`config.mk`:
```
export PLATFORM = sky130hd
export DESIGN_NAME = lru_block_cache_tags
export DESIGN_NICKNAME = d
export VERILOG_FILES = /design/src/hw/rtl/lbct_pkg.sv /design/src/hw/rtl/lbct_front.sv /design/src/hw/rtl/lbct_queue.sv /design/src/hw/rtl/lbct_back.sv /design/src/hw/rtl/lru_block_cache_tags.sv
export SDC_FILE = /design/constraint.sdc
export NUM_CORES = 2
export LEC_CHECK = 0
export BUFFER_PORTS_ARGS = -buffer_cell sky130_fd_sc_hd__buf_2
export CAP_MARGIN = 25
export CORE_UTILIZATION = 62
export CTS_CLUSTER_SIZE = 14
export DETAILED_ROUTE_END_ITERATION = 8
export MAX_ROUTING_LAYER = met4
export PLACE_DENSITY_LB_ADDON = 0.15
export SETUP_SLACK_MARGIN = 0.3
export SLEW_MARGIN = 20
export SYNTH_ARGS = -nofsm -noshare
export SYNTH_HDL_FRONTEND = slang
export SYNTH_SLANG_ARGS = --single-unit
```
`constraint.sdc`:
```
create_clock -name i_clk -period 22.3 [get_ports i_clk]
set_clock_uncertainty 0.05 [all_clocks]
set_input_delay 4.46 -clock i_clk [delete_from_list [all_inputs] [get_ports i_clk]]
set_output_delay 4.46 -clock i_clk [all_outputs]
set_load 0.02 [all_outputs]
```
`src/hw/rtl/lbct_pkg.sv`:
```
// Shared types and constants for the LRU block cache tag store.
// Used by lbct_front, lbct_queue, lbct_back and lru_block_cache_tags.
package lbct_pkg;

    localparam int ENTRIES = 8;
    localparam int IDX_W   = (ENTRIES > 1) ? $clog2(ENTRIES) : 1;
    localparam int LVLS    = $clog2(ENTRIES);
    localparam int BLK_W   = 32;
    localparam int STAMP_W = 32;
    localparam int SLOT_W  = 3;
    localparam int FSEC_W  = 35;
    localparam int SCNT_W  = 4;
    localparam int LBS_W   = 2;

    localparam int Q_DEPTH = 2;
    localparam int Q_AW    = $clog2(Q_DEPTH);
    localparam int Q_CW    = $clog2(Q_DEPTH + 1);

    localparam int        PADDR_W = 3;
    localparam logic [2:0] REG_LBS_ADDR = 3'd0;
    localparam logic [1:0] LBS_MAX = 2'd2;

    typedef enum logic [0:0] {
        CMD_LOOKUP = 1'b0,
        CMD_INVAL  = 1'b1
    } t_cmd;

    typedef struct packed {
        logic [0:0]       command;
        logic [BLK_W-1:0] block_number;
    } t_req;

    typedef struct packed {
        logic              hit;
        logic [SLOT_W-1:0] slot;
        logic              fetch_needed;
        logic [FSEC_W-1:0] fetch_sector;
        logic [SCNT_W-1:0] sector_count;
    } t_rsp;

    typedef struct packed {
        t_cmd             kind;
        logic [BLK_W-1:0] blk;
    } t_op;

    typedef struct packed {
        logic vld;
        t_op  op;
    } t_push;

    typedef struct packed {
        logic [Q_CW-1:0] count;
    } t_q_stat;

endpackage

```
`src/hw/rtl/lbct_front.sv`:
```
// Front end: takes commands, decodes them and stages them for the queue.
// Depends on lbct_pkg.
module lbct_front (
    input  logic            i_clk,
    input  logic            i_rst_n,
    input  logic            i_start,
    input  lbct_pkg::t_req  i_req,
    input  lbct_pkg::t_q_stat i_stat,
    output logic            o_busy,
    output lbct_pkg::t_push o_push
);
    import lbct_pkg::*;

    logic r_vld;
    logic n_vld;
    t_op  r_op;
    t_op  n_op;
    logic take;

    // hold off while the queue could not absorb the staged op plus a new one
    assign o_busy = ((Q_CW+1)'(i_stat.count) + (Q_CW+1)'(r_vld)) >= (Q_CW+1)'(Q_DEPTH);
    assign take   = i_start && !o_busy;

    always_comb begin
        n_vld   = take;
        n_op    = r_op;
        if (take) begin
            n_op.kind = (i_req.command == CMD_INVAL) ? CMD_INVAL : CMD_LOOKUP;
            n_op.blk  = i_req.block_number;
        end
    end

    always_ff @(posedge i_clk) begin
        if (!i_rst_n) begin
            r_vld <= 1'b0;
        end else begin
            r_vld <= n_vld;
        end
        r_op <= n_op;
    end

    assign o_push.vld = r_vld;
    assign o_push.op  = r_op;

endmodule

```
`src/hw/rtl/lbct_queue.sv`:
```
// Short FIFO between the front end and the tag engine.
// Depends on lbct_pkg.
module lbct_queue (
    input  logic              i_clk,
    input  logic              i_rst_n,
    input  lbct_pkg::t_push   i_push,
    input  logic              i_pop,
    output lbct_pkg::t_op     o_head,
    output logic              o_vld,
    output lbct_pkg::t_q_stat o_stat
);
    import lbct_pkg::*;

    t_op             r_mem [Q_DEPTH];
    logic [Q_AW-1:0] r_wp;
    logic [Q_AW-1:0] r_rp;
    logic [Q_CW-1:0] r_cnt;
    logic [Q_AW-1:0] n_wp;
    logic [Q_AW-1:0] n_rp;
    logic [Q_CW-1:0] n_cnt;
    logic            do_pop;
    logic            do_push;

    assign o_vld   = (r_cnt != '0);
    assign do_pop  = i_pop && o_vld;
    assign do_push = i_push.vld;
    assign o_head  = r_mem[r_rp];
    assign o_stat.count = r_cnt;

    always_comb begin
        n_wp  = r_wp;
        n_rp  = r_rp;
        n_cnt = r_cnt;
        if (do_push) begin
            n_wp = (r_wp == Q_AW'(Q_DEPTH-1)) ? '0 : r_wp + 1'b1;
        end
        if (do_pop) begin
            n_rp = (r_rp == Q_AW'(Q_DEPTH-1)) ? '0 : r_rp + 1'b1;
        end
        if (do_push && !do_pop) begin
            n_cnt = r_cnt + 1'b1;
        end else if (do_pop && !do_push) begin
            n_cnt = r_cnt - 1'b1;
        end
    end

    always_ff @(posedge i_clk) begin
        if (!i_rst_n) begin
            r_wp  <= '0;
            r_rp  <= '0;
            r_cnt <= '0;
        end else begin
            r_wp  <= n_wp;
            r_rp  <= n_rp;
            r_cnt <= n_cnt;
        end
        if (do_push) begin
            r_mem[r_wp] <= i_push.op;
        end
    end

endmodule

```
`src/hw/rtl/lbct_back.sv`:
```
// Tag engine: tag/valid/stamp store, hit search, LRU victim choice, result register.
// Depends on lbct_pkg.
module lbct_back (
    input  logic                      i_clk,
    input  logic                      i_rst_n,
    input  logic                      i_vld,
    input  lbct_pkg::t_op             i_op,
    input  logic [lbct_pkg::LBS_W-1:0] i_lbs,
    output logic                      o_pop,
    output logic                      o_done,
    output lbct_pkg::t_rsp            o_rsp
);
    import lbct_pkg::*;

    logic [BLK_W-1:0]   r_tag   [ENTRIES];
    logic [ENTRIES-1:0] r_valid;
    logic [STAMP_W-1:0] r_stamp [ENTRIES];
    logic [STAMP_W-1:0] r_clk;
    logic               r_done;
    t_rsp               r_rsp;

    logic [ENTRIES-1:0] hit_vec;
    logic               hit_any;
    logic [IDX_W-1:0]   hit_idx;
    logic               inv_any;
    logic [IDX_W-1:0]   inv_idx;
    logic [STAMP_W-1:0] lv_st  [LVLS+1][ENTRIES];
    logic [IDX_W-1:0]   lv_idx [LVLS+1][ENTRIES];
    logic [IDX_W-1:0]   victim;
    logic [IDX_W-1:0]   sel_idx;
    logic [STAMP_W-1:0] n_clk;
    logic [1:0]         lg;
    logic [SCNT_W-1:0]  spb;
    t_rsp               n_rsp;
    logic               is_lookup;

    assign o_pop     = i_vld;
    assign is_lookup = i_vld && (i_op.kind == CMD_LOOKUP);

    always_comb begin
        hit_any = 1'b0;
        hit_idx = '0;
        for (int i = ENTRIES-1; i >= 0; i--) begin
            hit_vec[i] = r_valid[i] && (r_tag[i] == i_op.blk);
            if (hit_vec[i]) begin
                hit_any = 1'b1;
                hit_idx = IDX_W'(i);
            end
        end
    end

    // first free slot, slot 0 excluded
    always_comb begin
        inv_any = 1'b0;
        inv_idx = '0;
        for (int i = ENTRIES-1; i >= 1; i--) begin
            if (!r_valid[i]) begin
                inv_any = 1'b1;
                inv_idx = IDX_W'(i);
            end
        end
    end

    // oldest stamp, lower index kept on ties
    always_comb begin
        int cnt;
        for (int j = 0; j < ENTRIES; j++) begin
            lv_st[0][j]  = r_stamp[j];
            lv_idx[0][j] = IDX_W'(j);
        end
        for (int l = 0; l < LVLS; l++) begin
            cnt = (ENTRIES + (1 << l) - 1) >> l;
            for (int j = 0; j < ENTRIES; j++) begin
                lv_st[l+1][j]  = '0;
                lv_idx[l+1][j] = '0;
            end
            for (int j = 0; j < (ENTRIES + 1) / 2; j++) begin
                if (2*j + 1 < cnt) begin
                    if (lv_st[l][2*j+1] < lv_st[l][2*j]) begin
                        lv_st[l+1][j]  = lv_st[l][2*j+1];
                        lv_idx[l+1][j] = lv_idx[l][2*j+1];
                    end else begin
                        lv_st[l+1][j]  = lv_st[l][2*j];
                        lv_idx[l+1][j] = lv_idx[l][2*j];
                    end
                end else if (2*j < cnt) begin
                    lv_st[l+1][j]  = lv_st[l][2*j];
                    lv_idx[l+1][j] = lv_idx[l][2*j];
                end
            end
        end
    end

    assign victim  = inv_any ? inv_idx : lv_idx[LVLS][0];
    assign sel_idx = hit_any ? hit_idx : victim;
    assign n_clk   = r_clk + 1'b1;
    assign lg      = (i_lbs > LBS_MAX) ? 2'd0 : i_lbs;
    assign spb     = SCNT_W'(2) << lg;

    always_comb begin
        n_rsp = '0;
        if (is_lookup) begin
            n_rsp.slot = SLOT_W'(sel_idx);
            if (hit_any) begin
                n_rsp.hit = 1'b1;
            end else begin
                n_rsp.fetch_needed = 1'b1;
                n_rsp.fetch_sector = FSEC_W'(i_op.blk) << (lg + 2'd1);
                n_rsp.sector_count = spb;
            end
        end
    end

    always_ff @(posedge i_clk) begin
        if (!i_rst_n) begin
            r_valid <= '0;
            r_clk   <= '0;
            r_done  <= 1'b0;
            for (int i = 0; i < ENTRIES; i++) begin
                r_stamp[i] <= '0;
            end
        end else begin
            r_done <= i_vld;
            if (i_vld && i_op.kind == CMD_INVAL) begin
                r_valid <= '0;
            end else if (is_lookup) begin
                r_clk            <= n_clk;
                r_stamp[sel_idx] <= n_clk;
                if (!hit_any) begin
                    r_valid[sel_idx] <= 1'b1;
                end
            end
        end
        if (is_lookup && !hit_any) begin
            r_tag[victim] <= i_op.blk;
        end
        r_rsp <= n_rsp;
    end

    assign o_done = r_done;
    assign o_rsp  = r_rsp;

endmodule

```
`src/hw/rtl/lru_block_cache_tags.sv`:
```
// Path from the start transfer to the result transfer (o_done): front staging register, queue, result register.
// The tag engine completes each lookup (tag compare, min tree, stamp update) while its op is at the queue head.
// busy is high while queue count plus the staged front op reach two: back to back, busy goes
// high for one cycle after every second transfer.
// Reset (i_rst_n low, synchronous): valid bits, stamps, use clock and log_block_size cleared.
// Top level: APB register, front end, queue and tag engine. Depends on lbct_pkg and submodules.
module lru_block_cache_tags (
    input  logic                         i_clk,
    input  logic                         i_rst_n,
    input  logic                         start,
    output logic                         busy,
    input  lbct_pkg::t_req               i_req,
    output logic                         o_done,
    output lbct_pkg::t_rsp               o_rsp,
    input  logic                         psel,
    input  logic                         penable,
    input  logic                         pwrite,
    input  logic [lbct_pkg::PADDR_W-1:0] paddr,
    input  logic [31:0]                  pwdata,
    output logic [31:0]                  prdata,
    output logic                         pready
);
    import lbct_pkg::*;

    logic [LBS_W-1:0] r_lbs;
    t_push            push;
    t_q_stat          q_stat;
    t_op              head;
    logic             head_vld;
    logic             pop;

    assign pready = 1'b1;

    always_ff @(posedge i_clk) begin
        if (!i_rst_n) begin
            r_lbs <= '0;
        end else if (psel && penable && pwrite && paddr == REG_LBS_ADDR) begin
            r_lbs <= pwdata[LBS_W-1:0];
        end
    end

    assign prdata = (paddr == REG_LBS_ADDR) ? {{(32-LBS_W){1'b0}}, r_lbs} : 32'd0;

    lbct_front u_front (
        .i_clk   (i_clk),
        .i_rst_n (i_rst_n),
        .i_start (start),
        .i_req   (i_req),
        .i_stat  (q_stat),
        .o_busy  (busy),
        .o_push  (push)
    );

    lbct_queue u_queue (
        .i_clk   (i_clk),
        .i_rst_n (i_rst_n),
        .i_push  (push),
        .i_pop   (pop),
        .o_head  (head),
        .o_vld   (head_vld),
        .o_stat  (q_stat)
    );

    lbct_back u_back (
        .i_clk   (i_clk),
        .i_rst_n (i_rst_n),
        .i_vld   (head_vld),
        .i_op    (head),
        .i_lbs   (r_lbs),
        .o_pop   (pop),
        .o_done  (o_done),
        .o_rsp   (o_rsp)
    );

    a_hit_no_fetch: assert property (@(posedge i_clk) disable iff (!i_rst_n)
        o_done |-> !(o_rsp.hit && o_rsp.fetch_needed))
        else $error("hit and fetch both set");

    a_fetch_count: assert property (@(posedge i_clk) disable iff (!i_rst_n)
        (o_done && o_rsp.fetch_needed) |->
            (o_rsp.sector_count == 4'd2 || o_rsp.sector_count == 4'd4 ||
             o_rsp.sector_count == 4'd8))
        else $error("bad sector count on miss");

    a_hit_clean: assert property (@(posedge i_clk) disable iff (!i_rst_n)
        (o_done && o_rsp.hit) |-> (o_rsp.fetch_sector == '0 && o_rsp.sector_count == '0))
        else $error("fetch fields set on hit");

    a_queue_bound: assert property (@(posedge i_clk) disable iff (!i_rst_n)
        q_stat.count <= Q_CW'(Q_DEPTH))
        else $error("queue overflow");

endmodule
```
==> results.md <==
- Power Total: 4.05 mW
- CP Capture Type: flip-flop
- Dpl cells: 3877
- CP Max Fanout: 72
- Rel. slew slack: between 20% and 30%
- Power per cell area: between 100 and 150 mW/mm^2
- DIE WIDTH: about 240 um
- DR pass1 iterations: 6
- Clock transition at path regs: about 0.060 ns
- Synth unique cells: 80
- Vias in the first global route: around 25k
- Largest stage delay, worst path: ~0.8 ns
- Largest net degree at the start of global routing: 133
- Post-CTS Setup Inserts: 0
- IO Port Bufs: 90
- DR vias: 25.0k
- CP max stage cell: buf_4
- Fin. Hold Viols: 0
- DP HPWL: 63.8 mm
- Post-CTS sizing: 0
- Period utilization: between 50% and 60%
- Hold Crit Class: flip-flop to flip-flop
- Top cells by area, synth: edfxtp_1 51%, ha_1 7.6%, xnor2_1 6.6%, dfxtp_1 5.1%, nor3_1 3.9%
- Initial antenna violation count: 1
- Placed Area: 0.0377 mm^2
- Starting Density: 62.7%
- Synth Instances: 3128
- Die Y: 244 um
- Largest area contributor in the netlist: edfxtp_1
- Clk Latency, worst-skew pair: 0.62 ns
- Syn. warnings: 0
- Tot GR Track Use: 33.3%
- Syn avg cell area: 11.6 um^2
- First-pass GRT wire length: 143 mm
- Max_cap viols: 0
- Fraction of layout cells with a size suffix above 1: 11.3%
- FF-to-FF setup slack: 10.11 ns
- FMAX: 82.0 MHz
- Unrepaired setup endpoints after global routing: no
- Worst-case vdd ir drop: 0.0000979 V
- Yosys top cell area share: between 50% and 60%
- DR DRC count: 0
- Post-synthesis sequential area ratio: between 50% and 60%
- WL final: 95.8 mm
- Finished Cell Area: 0.0403 mm^2
- #FFs+latches synth: 703
- Final #Nets: 3490
- Htree depth: 3
- Worst EP arrival: 12.45 ns
- Rows: 88
- CP bufs+invs: 5
- Num CTS Buffers: 75
- Core footprint: roughly 0.058 mm^2
- Die Footprint: 0.0593 mm^2
- DR iter-0 viols: 2154
- Gpl congestion: roughly 0.95
- Non-Filler Instances: 4024
- Status: completed
- Grt total ovfl: 0
- Clock root buffer master: clkbuf_16
- Static Leak: 14.4 nW
- Type of origin of the critical path: flip-flop
- # setup viols final: 0
- Count of flip-flops with a built-in enable after synthesis: 611
- CTS Hold Bufs: 0
- Tmin final: 12.19 ns
- Ports: about 150
- CTS Buffer Depth: 3
- Slew Limit Fails: 0
- Top_reg_cell synth: edfxtp_1
- CTS tree: yes
- Final setup margin: 10.11 ns
- CP Class: flip-flop to flip-flop
- Vias per cell: 6.21
- Area grow syn2layout: 11.4%
- Worst-Margin Slew: 1.12 ns
- Synth async-reset ratio: 0%
- Mapped Area: approximately 0.036 mm^2
- Req. time, crit path: around 23 ns
- Routed len/inst: 23.8 um
- Fin Setup TNS: 0 ns
- Delay-heaviest family, CP: compound AO/OA/AOI/OAI gates
- Post-route ant nets: 0
- Dpl ws: 10.23 ns
- Num Clock Sinks: 703
synth_stat cells, types with 8 or more instances:
master,instances
and3_1,14
buf_2,58
dfxtp_1,92
o211a_1,9
nor3_1,279
a21oi_1,158
or3_1,21
clkbuf_1,81
nand2_1,190
a211oi_1,8
nand4b_1,8
o21ai_0,147
and2_1,23
nor2_1,187
a21o_1,23
inv_1,176
xnor2_1,271
and4_1,11
nand3_1,57
mux4_2,25
mux2i_1,73
edfxtp_1,611
ha_1,221
a221oi_1,9
xor2_1,29
a21boi_0,11
nand4_1,55
nor4_1,104
buf_4,39
nor2b_1,16
cells in the final DEF, fill, tap and decap left out, types with 32 or more instances in the layout:
| cell type | instances |
|---|---|
| xnor2_1 | 271 |
| clkbuf_16 | 77 |
| nand3_1 | 57 |
| buf_2 | 93 |
| conb_1 | 32 |
| ha_1 | 220 |
| nand4_1 | 55 |
| nand2_1 | 190 |
| edfxtp_1 | 611 |
| inv_1 | 176 |
| dfxtp_1 | 91 |
| nor2_1 | 178 |
| nor4_1 | 104 |
| buf_4 | 44 |
| mux2i_1 | 51 |
| nor3_1 | 278 |
| a21oi_1 | 156 |
| o21ai_0 | 138 |
power by group:
part,switching (mW),internal [mW],leakage [nW]
Combinational,0.783,0.362,6.57
Clock,0.518,0.750,1.25
Sequential,0.0607,1.58,6.60
cell type report:
class / instances / area (um^2)
antenna: 3 / 7.51
inverter: 177 / 664
fill: 4084 / 17400
sequential: 703 / 20200
clock inverter: 31 / 310
clock buffer: 107 / 2210
multi-input combinational: 2094 / 15000
tap: 765 / 957
timing repair buffer: 144 / 918
final timing paths:
kind | from | end | cells after the start
worst min register to register | u_front.o_push[13] | u_queue.r_mem[0][13] | 0
worst max-delay path | u_back.r_stamp[7][25] | u_back.r_stamp[5][19] | 33
worst min-delay path | u_front.o_push[13] | u_queue.r_mem[0][13] | 0
worst max register to register | u_back.r_stamp[7][25] | u_back.r_stamp[5][19] | 33
registers in the layout (all words and copies together), names as in the netlist, named ones only:
signal / count
u_back.o_done: 1
u_queue.o_stat: 2
u_front.r_vld: 1
u_queue.r_rp: 1
r_lbs: 2
u_back.o_rsp: 43
u_front.o_push: 33
u_queue.r_wp: 1
u_back.r_stamp: 256
u_back.r_valid: 8
u_back.r_clk: 32
u_queue.r_mem: 66
u_back.r_tag: 256
cell families after synthesis:
kind of cell	synth area share [%]
and+or+nand+nor	14.0
DFF	55.8
AOI/OAI and AO/OA	7.27
buffers and inverters	4.35
xor gates and xnor gates	7.27
adders and majority gates	7.65
muxes	3.65
other	0.0208
worst reg2reg max path: cells and delay by family, from the launching register on:
family                   cells  cell delay, ns
buffers and inverters        5            2.40
AND/OR/NAND/NOR              4            1.63
flip-flops                   1            0.40
adder cells (fa/ha/maj)      3            1.04
AO/OA/AOI/OAI               21            6.33
layer usage:
| metal | global-route usage (%) | wire length, um | part of all wire (%) |
|---|---|---|---|
| met5 | - | 0 | 0 |
| met2 | 56.4 | 48500 | 51 |
| met4 | 19.1 | 5350 | 5.6 |
| met3 | 5.18 | 6530 | 6.8 |
| met1 | 37.7 | 35400 | 37 |
stage by stage:
step / utilization, % / hold slack, ns
after floorplan: - / 0.371
after global placement: 65.2 / 0.380
after detailed placement: 65.3 / 0.389
after CTS: 69.6 / 0.407
after global routing: 69.8 / 0.408
final: 69.8 / 0.402
(Power assumes the default switching activity.)
